`src/sv/lcart_pkg.sv`:
```
// Shared definitions for the load cell readout with tare: phase codes,
// microprogram words and ROM, register indexes, result word layout.
// No dependencies.
package lcart_pkg;

    // widths and reset values
    localparam int DATA_BITS_DEF  = 24;
    localparam int RAW_W          = 24;
    localparam int WEIGHT_W       = 25;
    localparam int LIMIT_W        = 20;
    localparam int MARGIN_W       = 16;
    localparam int DIVISOR_W      = 16;
    localparam int CFG_IDX_W      = 2;
    localparam int IN_W           = 8;
    localparam int OUT_W          = 56;

    localparam logic [LIMIT_W-1:0]   LIMIT_RST   = 20'd1000000;
    localparam logic [MARGIN_W-1:0]  MARGIN_RST  = 16'd200;
    localparam logic [DIVISOR_W-1:0] DIVISOR_RST = 16'd4745;

    // divider: |raw - tare| * 10 fits in 28 bits
    localparam int DIVIDEND_W = 28;
    localparam int DIV_CNT_W  = $clog2(DIVIDEND_W);
    localparam logic [DIV_CNT_W-1:0] DIV_LAST = DIV_CNT_W'(DIVIDEND_W - 1);

    localparam logic [DIVIDEND_W-1:0] W_POS_LIMIT = 28'd16777215;
    localparam logic [DIVIDEND_W-1:0] W_NEG_LIMIT = 28'd16777216;
    localparam logic signed [WEIGHT_W-1:0] W_MAX  = 25'sh0FFFFFF;
    localparam logic signed [WEIGHT_W-1:0] W_MIN  = 25'sh1000000;

    // register indexes
    localparam logic [CFG_IDX_W-1:0] REG_TIMEOUT = 2'd0;
    localparam logic [CFG_IDX_W-1:0] REG_MARGIN  = 2'd1;
    localparam logic [CFG_IDX_W-1:0] REG_DIVISOR = 2'd2;

    // read sequence phases
    localparam logic [2:0] PH_IDLE = 3'd0;
    localparam logic [2:0] PH_WAIT = 3'd1;
    localparam logic [2:0] PH_HIGH = 3'd2;
    localparam logic [2:0] PH_LOW  = 3'd3;
    localparam logic [2:0] PH_GAIN = 3'd4;
    localparam logic [2:0] PH_DONE = 3'd5;

    // input word bit positions
    localparam int IN_START = 0;
    localparam int IN_DOUT  = 1;

    // result word bit positions, lowest first
    localparam int OUT_SCK     = 0;
    localparam int OUT_BUSY    = 1;
    localparam int OUT_DONE    = 2;
    localparam int OUT_RAW     = 3;
    localparam int OUT_WEIGHT  = 27;
    localparam int OUT_WVALID  = 52;
    localparam int OUT_TIMEOUT = 53;
    localparam int OUT_TARE    = 54;

    // micro-ops
    localparam logic [2:0] OP_TICK     = 3'd0;
    localparam logic [2:0] OP_RAW      = 3'd1;
    localparam logic [2:0] OP_DIV_INIT = 3'd2;
    localparam logic [2:0] OP_DIV_STEP = 3'd3;
    localparam logic [2:0] OP_FIX      = 3'd4;
    localparam logic [2:0] OP_EMIT     = 3'd5;
    localparam logic [2:0] OP_NOP      = 3'd6;

    // jump conditions
    localparam logic [2:0] J_NEXT     = 3'd0;
    localparam logic [2:0] J_TICK     = 3'd1;  // taken unless a done tick was accepted
    localparam logic [2:0] J_SKIP     = 3'd2;  // taken when no scaling is needed
    localparam logic [2:0] J_LOOP     = 3'd3;  // taken while divider steps remain
    localparam logic [2:0] J_OUT_BUSY = 3'd4;
    localparam logic [2:0] J_ALWAYS   = 3'd5;

    localparam int UPC_W = 3;
    localparam logic [UPC_W-1:0] U_TICK     = 3'd0;
    localparam logic [UPC_W-1:0] U_RAW      = 3'd1;
    localparam logic [UPC_W-1:0] U_DIV_INIT = 3'd2;
    localparam logic [UPC_W-1:0] U_DIV_STEP = 3'd3;
    localparam logic [UPC_W-1:0] U_FIX      = 3'd4;
    localparam logic [UPC_W-1:0] U_EMIT     = 3'd5;
    localparam logic [UPC_W-1:0] U_RET      = 3'd6;

    typedef struct packed {
        logic [2:0]       op;
        logic [2:0]       jmp;
        logic [UPC_W-1:0] target;
    } ucode_t;

    function automatic ucode_t ucode_rom(input logic [UPC_W-1:0] addr);
        ucode_t w;
        unique case (addr)
            U_TICK:     w = '{op: OP_TICK,     jmp: J_TICK,     target: U_TICK};
            U_RAW:      w = '{op: OP_RAW,      jmp: J_SKIP,     target: U_EMIT};
            U_DIV_INIT: w = '{op: OP_DIV_INIT, jmp: J_NEXT,     target: U_TICK};
            U_DIV_STEP: w = '{op: OP_DIV_STEP, jmp: J_LOOP,     target: U_DIV_STEP};
            U_FIX:      w = '{op: OP_FIX,      jmp: J_NEXT,     target: U_TICK};
            U_EMIT:     w = '{op: OP_EMIT,     jmp: J_OUT_BUSY, target: U_EMIT};
            U_RET:      w = '{op: OP_NOP,      jmp: J_ALWAYS,   target: U_TICK};
            default:    w = '{op: OP_NOP,      jmp: J_ALWAYS,   target: U_TICK};
        endcase
        return w;
    endfunction

    function automatic logic [OUT_W-1:0] pack_out(
        input logic                       sck,
        input logic                       busy,
        input logic                       done,
        input logic [RAW_W-1:0]           raw,
        input logic signed [WEIGHT_W-1:0] weight,
        input logic                       wvalid,
        input logic                       timed_out,
        input logic                       tare_taken
    );
        return {1'b0, tare_taken, timed_out, wvalid, weight, raw, done, busy, sck};
    endfunction

endpackage

```
`src/sv/load_cell_adc_readout_tare.sv`:
```
// Load cell converter readout with tare and scaling, driven by a microprogram.
// Each input request is one tick; each tick gives one result request.
// Ordinary ticks: the result is registered from the accepted request.
// Done tick: RAW, then DIV_INIT, the restoring divider steps and FIX unless the tare
// is taken or the reading is rejected, then EMIT and RET; no request is taken meanwhile.
// rst_n clears all control state and loads the register defaults asynchronously.
module load_cell_adc_readout_tare
    import lcart_pkg::*;
#(
    parameter int DATA_BITS = DATA_BITS_DEF
)(
    input  logic                 clk,
    input  logic                 rst_n,
    input  logic                 cfg_valid,
    output logic                 cfg_ready,
    input  logic [CFG_IDX_W-1:0] cfg_index,
    input  logic [LIMIT_W-1:0]   cfg_data,
    input  logic                 s_tvalid,
    output logic                 s_tready,
    input  logic [IN_W-1:0]      s_tdata,   // start_req, dout, pad
    output logic                 m_tvalid,
    input  logic                 m_tready,
    // sck, busy_res, done_res, raw_value[24], weight[25], weight_valid,
    // timed_out, tare_taken, pad
    output logic [OUT_W-1:0]     m_tdata
);

    localparam int BC_W = $clog2(DATA_BITS + 1);
    localparam logic [DATA_BITS-1:0] MSB_BIT = {1'b1, {(DATA_BITS-1){1'b0}}};

    // configuration
    logic [LIMIT_W-1:0]   timeout_limit_reg;
    logic [MARGIN_W-1:0]  tare_margin_reg;
    logic [DIVISOR_W-1:0] divisor_reg;

    // read sequence state
    logic [2:0]                  phase_reg, phase_next;
    logic [BC_W-1:0]             bit_count_reg, bit_count_next;
    logic [DATA_BITS-1:0]        shift_reg, shift_next;
    logic [LIMIT_W-1:0]          wait_count_reg, wait_count_next;
    logic                        low_seen_reg, low_seen_next;
    logic [RAW_W-1:0]            tare_reg, tare_next;
    logic                        tare_valid_reg, tare_valid_next;
    logic signed [WEIGHT_W-1:0]  weight_hold_reg, weight_hold_next;
    logic                        timeout_flag_reg, timeout_flag_next;

    // sequencer and scaling datapath
    logic [UPC_W-1:0]            upc_reg, upc_next;
    logic [RAW_W-1:0]            raw_reg, raw_next;
    logic signed [WEIGHT_W-1:0]  diff_reg, diff_next;
    logic                        neg_reg, neg_next;
    logic [DIVISOR_W-1:0]        rem_reg, rem_next;
    logic [DIVIDEND_W-1:0]       quo_reg, quo_next;
    logic [DIV_CNT_W-1:0]        cnt_reg, cnt_next;
    logic                        wvalid_reg, wvalid_next;
    logic                        tare_now_reg, tare_now_next;
    logic                        out_valid_reg, out_valid_next;
    logic [OUT_W-1:0]            out_data_reg, out_data_next;

    ucode_t               uc;
    logic                 out_free;
    logic                 in_accept;
    logic                 start_in;
    logic                 dout_in;
    logic                 jump;
    logic [DATA_BITS-1:0] flipped;
    logic [RAW_W-1:0]     raw_calc;
    logic                 in_range;
    logic [RAW_W-1:0]     mag;
    logic [DIVIDEND_W-1:0] dividend;
    logic [DIVISOR_W-1:0] div_eff;
    logic [DIVISOR_W:0]   rem_shift;
    logic [DIVISOR_W:0]   rem_trial;
    logic [BC_W-1:0]      bc_inc;
    logic [LIMIT_W-1:0]   wc_inc;
    logic                 t_sck;
    logic                 t_busy;

    assign uc        = ucode_rom(upc_reg);
    assign out_free  = !out_valid_reg || m_tready;
    assign s_tready  = (uc.op == OP_TICK) && out_free;
    assign in_accept = s_tvalid && s_tready;
    assign start_in  = s_tdata[IN_START];
    assign dout_in   = s_tdata[IN_DOUT];
    assign cfg_ready = 1'b1;
    assign m_tvalid  = out_valid_reg;
    assign m_tdata   = out_data_reg;

    // reading with the top bit inverted, brought to 24 bits
    assign flipped = shift_reg ^ MSB_BIT;
    generate
        if (DATA_BITS >= RAW_W) begin : g_wide
            assign raw_calc = flipped[RAW_W-1:0];
        end else begin : g_narrow
            assign raw_calc = {{(RAW_W-DATA_BITS){1'b0}}, flipped};
        end
    endgenerate

    // raw > tare - margin, kept unsigned
    assign in_range = ({1'b0, raw_calc} + {{(RAW_W+1-MARGIN_W){1'b0}}, tare_margin_reg})
                      > {1'b0, tare_reg};

    assign mag      = diff_reg[WEIGHT_W-1] ? RAW_W'(-diff_reg) : diff_reg[RAW_W-1:0];
    assign dividend = ({4'b0, mag} << 3) + ({4'b0, mag} << 1);
    assign div_eff  = (divisor_reg == '0) ? DIVISOR_W'(1) : divisor_reg;
    assign rem_shift = {rem_reg, quo_reg[DIVIDEND_W-1]};
    assign rem_trial = rem_shift - {1'b0, div_eff};

    assign bc_inc = bit_count_reg + 1'b1;
    assign wc_inc = wait_count_reg + 1'b1;

    // jump condition
    always_comb
    begin
        unique case (uc.jmp)
            J_NEXT:     jump = 1'b0;
            J_TICK:     jump = !(in_accept && (phase_reg == PH_DONE));
            J_SKIP:     jump = !tare_valid_reg || !in_range;
            J_LOOP:     jump = (cnt_reg != '0);
            J_OUT_BUSY: jump = !out_free;
            J_ALWAYS:   jump = 1'b1;
            default:    jump = 1'b1;
        endcase
        upc_next = jump ? uc.target : upc_reg + 1'b1;
    end

    always_comb
    begin
        phase_next        = phase_reg;
        bit_count_next    = bit_count_reg;
        shift_next        = shift_reg;
        wait_count_next   = wait_count_reg;
        low_seen_next     = low_seen_reg;
        tare_next         = tare_reg;
        tare_valid_next   = tare_valid_reg;
        weight_hold_next  = weight_hold_reg;
        timeout_flag_next = timeout_flag_reg;
        raw_next          = raw_reg;
        diff_next         = diff_reg;
        neg_next          = neg_reg;
        rem_next          = rem_reg;
        quo_next          = quo_reg;
        cnt_next          = cnt_reg;
        wvalid_next       = wvalid_reg;
        tare_now_next     = tare_now_reg;
        out_valid_next    = out_valid_reg && !m_tready;
        out_data_next     = out_data_reg;
        t_sck             = 1'b0;
        t_busy            = 1'b1;

        unique case (uc.op)
            OP_TICK:
            begin
                if (in_accept && (phase_reg != PH_DONE))
                begin
                    unique case (phase_reg)
                        PH_WAIT:
                        begin
                            if (!dout_in && low_seen_reg)
                                phase_next = PH_HIGH;
                            else
                            begin
                                low_seen_next   = !dout_in;
                                wait_count_next = wc_inc;
                                if (wc_inc >= timeout_limit_reg)
                                begin
                                    timeout_flag_next = 1'b1;
                                    phase_next        = PH_HIGH;
                                end
                            end
                        end
                        PH_HIGH:
                        begin
                            t_sck      = 1'b1;
                            phase_next = PH_LOW;
                        end
                        PH_LOW:
                        begin
                            shift_next     = {shift_reg[DATA_BITS-2:0], dout_in};
                            bit_count_next = bc_inc;
                            phase_next     = (bc_inc >= BC_W'(DATA_BITS)) ? PH_GAIN : PH_HIGH;
                        end
                        PH_GAIN:
                        begin
                            t_sck      = 1'b1;
                            phase_next = PH_DONE;
                        end
                        default:
                        begin
                            // idle and unused codes
                            phase_next = PH_IDLE;
                            t_busy     = start_in;
                            if (start_in)
                            begin
                                phase_next        = PH_WAIT;
                                wait_count_next   = '0;
                                low_seen_next     = 1'b0;
                                timeout_flag_next = 1'b0;
                                bit_count_next    = '0;
                                shift_next        = '0;
                            end
                        end
                    endcase
                    out_valid_next = 1'b1;
                    out_data_next  = pack_out(t_sck, t_busy, 1'b0, '0, weight_hold_reg,
                                              1'b0, timeout_flag_next, 1'b0);
                end
            end
            OP_RAW:
            begin
                raw_next      = raw_calc;
                diff_next     = $signed({1'b0, raw_calc}) - $signed({1'b0, tare_reg});
                wvalid_next   = 1'b0;
                tare_now_next = !tare_valid_reg;
                if (!tare_valid_reg)
                begin
                    tare_next       = raw_calc;
                    tare_valid_next = 1'b1;
                end
            end
            OP_DIV_INIT:
            begin
                neg_next = diff_reg[WEIGHT_W-1];
                quo_next = dividend;
                rem_next = '0;
                cnt_next = DIV_LAST;
            end
            OP_DIV_STEP:
            begin
                if (!rem_trial[DIVISOR_W])
                begin
                    rem_next = rem_trial[DIVISOR_W-1:0];
                    quo_next = {quo_reg[DIVIDEND_W-2:0], 1'b1};
                end
                else
                begin
                    rem_next = rem_shift[DIVISOR_W-1:0];
                    quo_next = {quo_reg[DIVIDEND_W-2:0], 1'b0};
                end
                cnt_next = cnt_reg - 1'b1;
            end
            OP_FIX:
            begin
                wvalid_next = 1'b1;
                if (!neg_reg)
                    weight_hold_next = (quo_reg > W_POS_LIMIT) ? W_MAX
                                       : $signed(quo_reg[WEIGHT_W-1:0]);
                else
                    weight_hold_next = (quo_reg > W_NEG_LIMIT) ? W_MIN
                                       : -$signed(quo_reg[WEIGHT_W-1:0]);
            end
            OP_EMIT:
            begin
                if (out_free)
                begin
                    phase_next     = PH_IDLE;
                    out_valid_next = 1'b1;
                    out_data_next  = pack_out(1'b0, 1'b0, 1'b1, raw_reg, weight_hold_reg,
                                              wvalid_reg, timeout_flag_reg, tare_now_reg);
                end
            end
            default:
            begin
                // no datapath action
            end
        endcase
    end

    always_ff @(posedge clk or negedge rst_n)
    begin
        if (!rst_n)
        begin
            timeout_limit_reg <= LIMIT_RST;
            tare_margin_reg   <= MARGIN_RST;
            divisor_reg       <= DIVISOR_RST;
            phase_reg         <= PH_IDLE;
            bit_count_reg     <= '0;
            shift_reg         <= '0;
            wait_count_reg    <= '0;
            low_seen_reg      <= 1'b0;
            tare_reg          <= '0;
            tare_valid_reg    <= 1'b0;
            weight_hold_reg   <= '0;
            timeout_flag_reg  <= 1'b0;
            upc_reg           <= U_TICK;
            cnt_reg           <= '0;
            neg_reg           <= 1'b0;
            wvalid_reg        <= 1'b0;
            tare_now_reg      <= 1'b0;
            out_valid_reg     <= 1'b0;
        end
        else
        begin
            if (cfg_valid && cfg_ready)
            begin
                unique case (cfg_index)
                    REG_TIMEOUT: timeout_limit_reg <= cfg_data;
                    REG_MARGIN:  tare_margin_reg   <= cfg_data[MARGIN_W-1:0];
                    REG_DIVISOR: divisor_reg       <= cfg_data[DIVISOR_W-1:0];
                    default:
                    begin
                        // unmapped index, write dropped
                    end
                endcase
            end
            phase_reg        <= phase_next;
            bit_count_reg    <= bit_count_next;
            shift_reg        <= shift_next;
            wait_count_reg   <= wait_count_next;
            low_seen_reg     <= low_seen_next;
            tare_reg         <= tare_next;
            tare_valid_reg   <= tare_valid_next;
            weight_hold_reg  <= weight_hold_next;
            timeout_flag_reg <= timeout_flag_next;
            upc_reg          <= upc_next;
            cnt_reg          <= cnt_next;
            neg_reg          <= neg_next;
            wvalid_reg       <= wvalid_next;
            tare_now_reg     <= tare_now_next;
            out_valid_reg    <= out_valid_next;
        end
    end

    // payload, no reset
    always_ff @(posedge clk)
    begin
        raw_reg      <= raw_next;
        diff_reg     <= diff_next;
        rem_reg      <= rem_next;
        quo_reg      <= quo_next;
        out_data_reg <= out_data_next;
    end

endmodule

```
`config.mk`:
```
export PLATFORM = sky130hd
export DESIGN_NAME = load_cell_adc_readout_tare
export DESIGN_NICKNAME = d
export VERILOG_FILES = /design/src/sv/lcart_pkg.sv /design/src/sv/load_cell_adc_readout_tare.sv
export SDC_FILE = /design/constraint.sdc
export NUM_CORES = 1
export LEC_CHECK = 0
export ABC_AREA = 1
export BUFFER_PORTS_ARGS = -buffer_cell sky130_fd_sc_hd__buf_2
export CELL_PAD_IN_SITES_DETAIL_PLACEMENT = 0
export CELL_PAD_IN_SITES_GLOBAL_PLACEMENT = 2
export CORE_UTILIZATION = 30
export DETAILED_ROUTE_END_ITERATION = 8
export HOLD_SLACK_MARGIN = 0.12
export PLACE_DENSITY_LB_ADDON = 0.1
export REMOVE_ABC_BUFFERS = 1
export SYNTH_ARGS = -nofsm -noshare
export SYNTH_HDL_FRONTEND = slang
export SYNTH_SLANG_ARGS = --single-unit
```
`constraint.sdc`:
```
create_clock -name clk -period 4.25 [get_ports clk]
set_clock_uncertainty 0.2 [all_clocks]
set_input_delay 0.2125 -clock clk [delete_from_list [all_inputs] [get_ports clk]]
set_output_delay 0.2125 -clock clk [all_outputs]
set_load 0.1 [all_outputs]
```
* After elaboration in Yosys (flattened, before gate mapping) *
Index checks and enable logic that the tools add are counted.

word-level totals
  bits in registers = 317
  bits of input ports = 35
  output and inout bits = 59
  word-level logic and storage cells = 151

cells by class
  $add $sub $neg = 10
  $lt $le $gt $ge = 5
  eq/ne operators = 26
  mux-type cells = 44
  bitwise logic cells = 4
  reductions and logical operators = 39

operator list
  kind                   number
  $mux 56                2
  $pmux 56 s2            1
  $mux 25                3
  $pmux 28 s2            1
  $pmux 9 s6             1
  $mux 24                2
  $pmux 24 s2            1
  $mux 20                2
  $pmux 20 s2            1
  $mux 16                2
  $pmux 16 s2            1
  $add 27x25->28         1
  $gt 28x24->1 const B   1
  $gt 28x25->1 const B   1
  $add 24x16->25         1
  $gt 25x24->1           1
  $neg 25->25            1
  $sub 24x24->25         1
  $eq 3x2->1 const B     8
  $neg 24->24            1
  $eq 3x3->1 const B     7
  $add 20x1->20 const B  1
  $ge 20x20->1           1
  $pmux 5 s2             2
  other kinds (35)       84

* Longest topological paths before layout *
Gate-level depths: netlist (run 1).

  depth in word-level cells = 9
  depth in mapped cells = 25
  gate-level depth less buffers = 25

* Worst setup path before layout (run 1) *
No wires, ideal clock.

  path kind = register -> register
  from = register upc_reg[1]
  to = register phase_reg[0]
  setup time = 0.139 ns
  data arrival time = 4.539 ns
  required time = 3.911 ns
  path slack = -0.628 ns
  stages on the path, launching flop included = 12
  buffers on the path = 0
  period minus slack after synthesis = 4.878 ns
  cells stage by stage = dfrtp_1 -> ha_1 -> ha_1 -> or2_4 -> nor4_4 -> nand2_2 -> nor2_4 -> inv_1 -> nand2_1 -> o21ai_0 -> nor2_1 -> a21oi_1

between the ends
  word-level cells in the longest chain between the ends = 8
  elaborated cells on any way between the ends = 18
  those cells by class = eq/ne (9); mux (2); reduce/logical (7)

ends and longest elaborated chain
  element                                   RTL line                           source
  start: declaration                        load_cell_adc_readout_tare.sv:48   logic [UPC_W-1:0] upc_reg, upc_next;
  start signal: assignment                  load_cell_adc_readout_tare.sv:315  upc_reg <= upc_next;
  $eq 3x3->1, or another cell as far along  lcart_pkg.sv:92                    unique case (addr)
  $pmux 9 s6 (*)                            lcart_pkg.sv:92
  $logic_not 3->1 (*)                       load_cell_adc_readout_tare.sv:81   assign s_tready = (uc.op == OP_TICK) && out_free;
  $logic_and 1x1->1 (*)                     load_cell_adc_readout_tare.sv:81
  net s_tready                              load_cell_adc_readout_tare.sv:19   output logic s_tready,
  $logic_and 1x1->1 (*)                     load_cell_adc_readout_tare.sv:82   assign in_accept = s_tvalid && s_tready;
  $logic_and 1x1->1 (*)                     load_cell_adc_readout_tare.sv:154  if (in_accept && (phase_reg != PH_DONE))
  $ne 2x1->1 (no source line) (*)           -
  $reduce_and 4->1 (no source line) (*)     -
  end signal: assignment                    load_cell_adc_readout_tare.sv:306  phase_reg <= phase_next;
  end: declaration                          load_cell_adc_readout_tare.sv:37   logic [2:0] phase_reg, phase_next;

The timed path passes the listed nets; every way through them passes the cells marked *.
A chain may end at the register's enable or synchronous reset.

* Final worst setup path (run 1) *
  from = register diff_reg[0]
  to = register quo_reg[24] (data pin)

between the ends
  word-level cells in the longest chain between the ends = 4

ends and longest elaborated chain
  element                   RTL line                           source
  start: declaration        load_cell_adc_readout_tare.sv:50   logic signed [WEIGHT_W-1:0] diff_reg, diff_next;
  start signal: assignment  load_cell_adc_readout_tare.sv:328  diff_reg <= diff_next;
  $neg 24->24               load_cell_adc_readout_tare.sv:103  assign mag = diff_reg[WEIGHT_W-1] ? RAW_W'(-diff_reg) : diff_reg[RAW_W-1:0];
  $mux 24 (*)               load_cell_adc_readout_tare.sv:103
  $add 27x25->28 (*)        load_cell_adc_readout_tare.sv:104  assign dividend = ({4'b0, mag} << 3) + ({4'b0, mag} << 1);
  $pmux 28 s2 (*)           load_cell_adc_readout_tare.sv:151  unique case (uc.op)
  net quo_next[24]          load_cell_adc_readout_tare.sv:53   logic [DIVIDEND_W-1:0] quo_reg, quo_next;
  end signal: assignment    load_cell_adc_readout_tare.sv:330  quo_reg <= quo_next;
  end: declaration          load_cell_adc_readout_tare.sv:53

Marks and branches as above.

==> results of run 1 <==
==> cells in the final DEF, fill, tap and decap left out, types with 5 or more instances in the layout <==
master         instances
o21ai_1               13
nor2_4                 5
clkbuf_16             45
o22ai_1                6
inv_2                 11
clkbuf_8               9
nor3_1                28
o21ai_0              169
xor2_1                78
nor4_1                16
or2_2                 11
a21o_1                13
dlygate4sd3_1         41
o211ai_1               5
a31oi_1                7
buf_2                 84
a21oi_1              133
dfrtp_1              153
edfxtp_1             148
dfstp_2               15
a2bb2oi_1             22
clkbuf_1              11
nand4_1               25
xnor2_1               32
o22ai_2               29
nor2_1               188
clkinv_2               5
o31ai_1                8
inv_1                298
buf_4                 30
ha_1                 131
nand3_1              100
nand2_1              424
nand3b_1               7
==> logic make-up (layout without fill, tap and decap cells) <==
kind of cell,count (synthesis),after routing,synth area share (%)
XOR/XNOR,110,110,5.05
flip-flops,316,316,45.5
adder cells (fa/ha/maj),137,137,9.15
buffers and inverters,358,546,7.43
AO/OA/AOI/OAI,441,441,14.2
other,2,2,0.0394
AND/OR/NAND/NOR,825,825,18.6
==> per-layer routing <==
| metal | global-route usage, % | vias to the layer above | wire, um |
|---|---|---|---|
| met5 | 0 | - | 0 |
| met1 | 23.9 | 7115 | 26600 |
| met4 | 4.42 | 0 | 919 |
| met3 | 2.02 | 56 | 1470 |
| met2 | 28.4 | 159 | 25700 |
| li1 | - | 7682 | - |
==> cell type report <==
cell class	count	area share [%]
well taps	846	4.71
clock buffers	65	5.75
repair buffers	158	4.93
flip-flops and latches	316	38.6
multi-input cells	1515	40.3
inverters	311	5.20
clock inverters	12	0.512
==> worst max path at each step <==
stage | start | endpoint | depth (start not counted)
6_report | diff_reg[0] | quo_reg[24] | 19
5_1_grt | diff_reg[0] | quo_reg[26] | 23
4_1_cts | diff_reg[0] | quo_reg[26] | 23
3_5_place_dp | diff_reg[0] | quo_reg[26] | 23
3_3_place_gp | diff_reg[0] | quo_reg[26] | 23
2_1_floorplan | upc_reg[1] | phase_reg[0] | 11
==> repair_timing <==
item / in CTS / in global routing
resized for setup: 0 / 14
setup endpoints to repair: 0 / 8
hold buffers: 41 / 0
setup buffers: 0 / 0
endpoints found under the hold margin: 207 / 0
==> through the flow <==
| step | utilization (%) | worst slack (ns) |
|---|---|---|
| global route | 35.7 | 0.00870 |
| finish | 35.7 | 0.407 |
| floorplan | - | -0.628 |
| CTS | 35.6 | 0.216 |
| detailed placement | 32.7 | 0.239 |
| global placement | 32.7 | 0.292 |
==> flow_metrics.py, run 1 <==
metrics = {
    "run_status": {
        "status": "complete, no violations",
    },
    "clocking": {
        "cts.clk_slew.worst_paths_ns": 0.06,
        "cts_root_buf": "clkbuf_16",
        "clk_path_buf_depth": 3,
        "insertion_delay_ns": 0.57,
        "h-tree-depth": 2,
        "cts_tree": "yes",
        "cts_buffers": 42,
        "cts.sinks": 316,
    },
    "layout": {
        "largest_register_ffs": 55,
        "drive_gt1_share_pct": 11.9,
        "fill_cells": 6593,
        "finalNetCount": 2516,
        "area_growth_pct": 17.8,
        "insertedDiodeCount": 0,
        "multi_input_area_um2": 9060,
        "fin_cells": 3223,
        "stdcell_area_um2": 22500,
        "regArea_um2": 8670,
    },
    "floorplan": {
        "core_area_um2": 63000,
        "die_area_um2": 64600,
        "ios": 94,
        "initial_core_util_pct": 30.3,
        "die_w_um": 254,
        "row_count": 92,
        "die_h_um": 254,
    },
    "sta": {
        "rsz0062_at_grt": "no",
        "setup-tns-final_ns": 0,
        "holdWs_ns": 0.243,
        "post-route-min-period_ns": 3.84,
        "fin_crit_sh_pct": 90.4,
        "drv_slew": 0,
        "relSlewSlack_pct": 27.7,
        "hold_violations": 0,
        "setup_viol": 0,
        "tightest_slew_ns": 1.08,
        "fmax_ghz": 0.260,
    },
    "yosys": {
        "synth_top_area_share_pct": 23.3,
        "synth_top_area_cell": "edfxtp_1",
        "seq_area_frac_synth_pct": 45.5,
        "ys_ff_latch": 316,
        "synth_area_leaders": "edfxtp_1, dfrtp_1, ha_1",
        "yosys_warnings": 0,
        "syn_area_um2": 19100,
        "synthArstFlopShare_pct": 53.2,
        "yosysMostFrequentCell": "nand2_1",
        "synth_edf_count": 148,
        "synth_common_cells": "nand2_1, inv_1, nor2_1, o21ai_0, dfrtp_1",
        "avgSynthCellArea_um2": 8.71,
        "synth_ff_type": "dfrtp_1",
        "netlist_instances": 2189,
        "synth.distinct_cells": 62,
    },
    "global_routing": {
        "grt_use_total_pct": 17.2,
        "grt_pass1_wl_um": 86300,
        "grt_max_degree": 64,
        "first_global_vias": 15000,
        "gr-total-overflow": 0,
        "antenna_found_initial": 0,
    },
    "min_path": {
        "hold_end": "m_tdata[48]",
        "hp-class": "reg -> reg",
        "hold_path_startpoint": "weight_hold_reg[21]",
        "worst_hold_path.num_cells": 0,
    },
    "placement": {
        "dpl.hpwl_um": 40600,
        "globalplace.congestion": 0.853,
        "placed_area_um2": 20600,
        "portBuffers": 85,
        "dp_cells": 3105,
    },
    "worst_setup_path": {
        "cp_slowest_cell": "edfxtp_1",
        "crit_chain": "inv_1 > ha_1 > nand2_1 > nor2_2 > nand4_1 > inv_1 > nand2_1 > nor2_1 > inv_1 > o31ai_4 > xor2_1 > ha_1 > a21oi_1 > o21ai_0 > a21oi_1 > nand3_1 > or2_2 > nand3_1 > o21ai_1",
        "critPathMaxFanout": 4,
        "cp_data_arrival_time_ns": 3.94,
        "cp_slowest_stage_delay_ns": 0.42,
        "ff2ff_setup_slack_ns": 0.41,
        "cp-end-kind": "register",
        "path_class": "reg -> reg",
        "crit_top_cell": "inv_1",
        "path_buf_inv": 3,
        "cp_data_required_time_ns": 4.35,
        "rr_startpoint": "diff_reg[0]",
        "r2r-end": "quo_reg[24]",
        "start_kind": "register",
        "crit_family": "simple AND/OR/NAND/NOR gates",
        "r2r_cells": 19,
    },
    "job": {
        "drv_cap": 0,
    },
    "routing": {
        "drt_iter0_drc": 800,
        "routed_wl_um": 54600,
        "drc_errors": 0,
        "via_per_inst": 4.66,
        "routedWlPerCell_um": 16.9,
        "first_pass_iters": 4,
        "ant_nets": 0,
        "vias": 15000,
    },
}
Power of run 1 is not shown: default switching activity piles up to over one toggle a cycle in this logic, so the estimate is an artifact.
==> inputs of run 2 (changes only) <==
- GPL_TIMING_DRIVEN: not set -> 0
==> flow_metrics.py, run 2 (same netlist as run 1, synthesis figures left out) <==
metrics = {
    "run_status": {
        "status": "complete, no violations",
    },
    "min_path": {
        "hold_path_startpoint": "cfg_valid",
        "hp-class": "in -> reg",
    },
    "layout": {
        "finalNetCount": 2492,
        "fin_cells": 3196,
        "insertedDiodeCount": 0,
        "final_common_cell": "nand2_1",
        "fill_cells": 6593,
        "drive_gt1_share_pct": 12.4,
        "mostFrequentLayoutCells": "nand2_1, inv_1, nor2_1, o21ai_0, dfrtp_1",
        "area_growth_pct": 17.1,
        "largest_register_ffs": 55,
    },
    "floorplan": {
        "core_area_um2": 63000,
        "row_count": 92,
        "die_h_um": 254,
        "initial_core_util_pct": 30.3,
        "die_area_um2": 64600,
        "die_w_um": 254,
        "ios": 94,
    },
    "routing": {
        "ant_nets": 0,
        "via_per_inst": 4.68,
        "vias": 15000,
        "first_pass_iters": 5,
        "drt_iter0_drc": 708,
        "routed_wl_um": 53800,
        "routedWlPerCell_um": 16.8,
        "drc_errors": 0,
    },
    "worst_setup_path": {
        "crit_top_cell": "nand2_1",
        "r2r_cells": 21,
        "cp_data_arrival_time_ns": 4.08,
        "cp_slowest_cell": "edfxtp_1",
        "critPathMaxFanout": 4,
        "start_kind": "register",
        "cp_data_required_time_ns": 4.34,
        "crit_end": "quo_reg[20]",
        "ff2ff_setup_slack_ns": 0.27,
        "rr_startpoint": "diff_reg[0]",
        "cp-end-kind": "register",
        "path_class": "reg -> reg",
        "cp_slowest_stage_delay_ns": 0.47,
        "crit_start": "diff_reg[0]",
        "r2r-end": "quo_reg[20]",
        "crit_chain": "inv_2 > ha_2 > nand2_2 > nor2_4 > nand4_1 > inv_1 > nand2_1 > nor2_1 > inv_1 > o21ai_0 > xnor2_1 > ha_1 > a21o_1 > a21oi_1 > o21ai_0 > a21o_1 > nand2_1 > nand2_1 > or2_2 > nand3_1 > o21ai_1",
    },
    "global_routing": {
        "gr-total-overflow": 0,
        "grt_max_degree": 95,
        "grt_pass1_wl_um": 85400,
        "first_global_vias": 14900,
        "antenna_found_initial": 0,
        "grt_use_total_pct": 17.0,
    },
    "sta": {
        "rsz0062_at_grt": "yes",
        "relSlewSlack_pct": 17.1,
        "fmax_ghz": 0.251,
        "tightest_slew_ns": 1.23,
        "post-route-min-period_ns": 3.98,
        "setup_viol": 0,
        "hold_violations": 0,
        "fin_crit_sh_pct": 93.7,
        "drv_slew": 0,
    },
    "clocking": {
        "clk_path_buf_depth": 3,
        "cts.sinks": 316,
        "cts.clk_slew.worst_paths_ns": 0.06,
        "cts_buffers": 41,
        "cts_root_buf": "clkbuf_16",
        "cts_tree": "yes",
        "h-tree-depth": 2,
        "insertion_delay_ns": 0.56,
    },
    "placement": {
        "dpl.hpwl_um": 39900,
        "globalplace.congestion": 0.839,
        "portBuffers": 85,
        "dp_cells": 3079,
    },
    "job": {
        "drv_cap": 0,
    },
}
run 2: area by class of cell:
cell class                 instances  area (um2)  share of cell area, %
multi-input combinational       1515        9220                   41.3
clock inverter                    12        55.1                  0.247
tap                              846        1060                   4.74
sequential                       316        8670                   38.9
timing repair buffer             135         973                   4.36
clock buffer                      61        1170                   5.25
inverter                         311        1170                   5.25
run 2: through the flow:
step	cell area, um2	utilization, %	worst slack (ns)	hold slack [ns]	setup TNS, ns
after floorplan	18800	-	-0.628	-0.283	-10.35
after global placement	20300	32.2	-2.22	0.232	-281.57
after detailed placement	20500	32.5	-0.245	0.0116	-1.28
after CTS	22000	35.0	0.00635	0.211	0
after global routing	22300	35.4	-0.0311	0.244	-0.0358
final	22300	35.4	0.267	0.231	0
run 2: worst min-delay path by stage:
| stage | endpoint | slack [ns] | depth (start not counted) |
|---|---|---|---|
| 4_1_cts | timeout_limit_reg[19] | 0.21 | 4 |
| 3_5_place_dp | weight_hold_reg[11] | 0.01 | 1 |
| 2_1_floorplan | bit_count_reg[0] | -0.28 | 0 |
| 6_report | timeout_limit_reg[18] | 0.23 | 3 |
| 3_3_place_gp | m_tdata[44] | 0.23 | 0 |
| 5_1_grt | timeout_limit_reg[19] | 0.24 | 4 |
run 2: what timing repair did:
item / in CTS / in global routing
cloned: 0 / 0
setup endpoints to repair: 7 / 28
hold buffers: 29 / 0
pin swaps: 1 / 14
resized for setup: 8 / 35
hold endpoints to repair: 227 / 0
setup buffers: 0 / 15
run 2: routing by layer:
| metal | vias to the layer above | global-route usage (%) | routed length [um] |
|---|---|---|---|
| met3 | 63 | 2.13 | 1370 |
| met2 | 160 | 28.1 | 24900 |
| met4 | 0 | 4.23 | 1030 |
| li1 | 7627 | - | - |
| met5 | - | 0 | 0 |
| met1 | 7103 | 23.5 | 26500 |
run 2: worst max-delay path, delay by kind of cell (launching register included):
| family | cells | cell delay (ns) |
|---|---|---|
| flops | 1 | 0.47 |
| buf+inv | 3 | 0.31 |
| xor+xnor | 1 | 0.21 |
| simple gates | 9 | 1.03 |
| compound gates | 6 | 0.97 |
| fa+ha+maj | 2 | 0.53 |
Power of run 2 is left out for the same reason.
==> inputs of run 3 (changes only) <==
- ABC_AREA: 1 -> 0
==> flow_metrics.py, run 3 <==
metrics = {
    "layout": {
        "area_growth_pct": 23.7,
        "mostFrequentLayoutCells": "nand2_1, edfxtp_1, nor2_1, dfrtp_1, o21ai_0",
        "fin_cells": 2841,
        "finalNetCount": 2197,
        "utilization_pct": 37.6,
        "final_common_cell": "nand2_1",
        "drive_gt1_share_pct": 18.6,
        "largest_register_ffs": 55,
    },
    "floorplan": {
        "core_area_um2": 60400,
        "die_h_um": 249,
        "die_area_um2": 62100,
        "initial_core_util_pct": 30.4,
        "ios": 94,
        "die_w_um": 249,
        "row_count": 90,
    },
    "global_routing": {
        "gr-total-overflow": 0,
        "first_global_vias": 14100,
        "antenna_found_initial": 0,
        "grt_pass1_wl_um": 77300,
        "grt_max_degree": 87,
        "grt_use_total_pct": 15.5,
    },
    "run_status": {
        "status": "finished with violations",
        "violations": "negative setup slack",
    },
    "placement": {
        "dp_cells": 2677,
        "dp_slack_ns": -1.11,
        "portBuffers": 85,
        "globalplace.congestion": 0.790,
        "dpl.hpwl_um": 33900,
    },
    "yosys": {
        "yosysMostFrequentCell": "nand2_1",
        "synth_area_leaders": "edfxtp_1, dfrtp_1, ha_1",
        "synth_top_area_cell": "edfxtp_1",
        "avgSynthCellArea_um2": 9.85,
        "syn_area_um2": 18300,
        "seq_area_frac_synth_pct": 47.3,
        "synth_ff_type": "dfrtp_1",
        "synth.distinct_cells": 77,
        "netlist_instances": 1860,
        "synth_top_area_share_pct": 24.2,
        "ys_ff_latch": 316,
        "synthArstFlopShare_pct": 53.2,
        "synth_edf_count": 148,
        "yosys_warnings": 0,
        "synth_common_cells": "nand2_1, nor2_1, dfrtp_1, o21ai_0, edfxtp_1",
    },
    "clocking": {
        "cts.clk_slew.worst_paths_ns": 0.06,
        "cts_tree": "yes",
        "cts_buffers": 41,
        "cts_root_buf": "clkbuf_16",
        "clk_path_buf_depth": 3,
        "cts.sinks": 316,
        "insertion_delay_ns": 0.57,
        "h-tree-depth": 2,
    },
    "power": {
        "power_frac_comb_pct": 50.9,
        "power_density_nw_per_um2": 811,
        "netSwitchingFraction_pct": 42.8,
        "leakage_uw": 0.00951,
        "peakVddDrop_mv": 0.322,
        "p_clk_share_pct": 20.8,
        "seqPwrFrac_pct": 28.3,
        "switchingPower_uw": 7860,
        "internal_power_uw": 10500,
    },
    "sta": {
        "fin_crit_sh_pct": 101,
        "post-route-min-period_ns": 4.28,
        "holdWs_ns": 0.232,
        "drv_slew": 0,
        "relSlewSlack_pct": 29.2,
        "fin_ws_ns": -0.0326,
        "tightest_slew_ns": 1.03,
        "setup-tns-final_ns": -0.0667,
        "setup_viol": 3,
        "rsz0062_at_grt": "yes",
        "fmax_ghz": 0.234,
        "hold_violations": 0,
    },
    "worst_setup_path": {
        "r2r_cells": 20,
        "cp_data_arrival_time_ns": 4.57,
        "crit_end": "upc_reg[2]",
        "path_class": "reg -> reg",
        "crit_start": "shift_reg[9]",
        "critPathMaxFanout": 6,
        "ff2ff_setup_slack_ns": -0.03,
        "rr_startpoint": "shift_reg[9]",
        "cp-end-kind": "register",
        "cp_data_required_time_ns": 4.54,
        "start_kind": "register",
        "r2r-end": "upc_reg[2]",
    },
    "routing": {
        "first_pass_iters": 5,
        "vias": 13800,
        "ant_nets": 0,
        "drt_iter0_drc": 492,
        "drc_errors": 0,
        "routed_wl_um": 47500,
        "via_per_inst": 4.86,
        "routedWlPerCell_um": 16.7,
    },
    "min_path": {
        "hp-class": "in -> reg",
        "hold_path_startpoint": "cfg_data[19]",
    },
    "job": {
        "drv_cap": 0,
    },
}
[run 3: changes by cell type after synthesis, moves of 31 or more]
cell and change:
a21oi_1 -42, and3_1 +45, inv_1 -189, mux2_2 +36, nand2_1 -216, nand3_1 -41, nor2_1 -31, xnor2_1 +36
xor2_1 -41
[run 3: worst max-delay path, stage by stage, from the launching register on]
cell and delay, ns:
dfrtp_2 0.44, ha_4 0.27, a21o_1 0.20, a221o_1 0.37
a21oi_2 0.18, nor2_1 0.07, a31oi_2 0.19, a21oi_2 0.12
a31oi_4 0.24, nor2_1 0.09, xor2_1 0.15, ha_1 0.31
a21o_1 0.19, a21oi_2 0.17, o21ai_4 0.10, a2111oi_4 0.21
a21oi_2 0.12, a21oi_2 0.13, o211ai_1 0.14, buf_4 0.18
a31oi_4 0.11
[run 3: cell families after synthesis]
family                   Yosys count  synth area share, %
AO/OA/AOI/OAI                    441                 14.8
XOR/XNOR                         106                 5.11
adder cells (fa/ha/maj)          137                 9.52
buffers and inverters            175                 3.71
flip-flops                       316                 47.3
multiplexers                      51                 3.03
other                              2               0.0410
AND/OR/NAND/NOR                  632                 16.5
[run 3: metrics by stage]
stage | cell area [um2] | total power (uW)
2_1_floorplan | 18100 | 11600
3_3_place_gp | 19500 | 13500
3_5_place_dp | 19800 | 13700
4_1_cts | 22200 | 18100
5_1_grt | 22700 | 19800
6_report | 22700 | 18400
[run 3: worst min path at each step]
stage	cells past startpoint	endpoint
after floorplan	0	bit_count_reg[0]
after global placement	3	timeout_limit_reg[17]
after detailed placement	1	weight_hold_reg[3]
after CTS	4	timeout_limit_reg[19]
after global routing	3	low_seen_reg
final	4	timeout_limit_reg[19]
[run 3: power by group through the flow]
stage	clock, uW	combinational [uW]	sequential (uW)
global placement	0	8240	5300
floorplan	0	5130	6490
finish	3820	9360	5210
detailed placement	0	8440	5260
global route	4080	10400	5330
CTS	3970	8920	5200
[run 3: area by class of cell]
class / count / area [um2]
Inverter: 111 / 417
Antenna cell: 1 / 2.50
Sequential cell: 316 / 8670
Multi-Input combinational cell: 1369 / 9620
Clock inverter: 16 / 203
Tap cell: 782 / 978
Timing Repair Buffer: 186 / 1480
Fill cell: 6083 / 37700
Clock buffer: 60 / 1300
[run 3: routing by layer]
layer	global-route usage, %	vias to the layer above	wire length (um)
li1	-	7002	-
met1	19.7	6588	21900
met2	26.9	143	23200
met3	2.06	67	1140
met4	5.54	0	1300
met5	0	-	0
[run 3: repair_timing]
item | in CTS | in global routing
buffers inserted | 18 | 21
setup endpoints to repair | 36 | 37
hold buffers | 48 | 0
endpoints found under the hold margin | 238 | 0
pin swaps | 29 | 21
resized for setup | 71 | 52
Note: power is estimated with default switching activity, not from simulation.
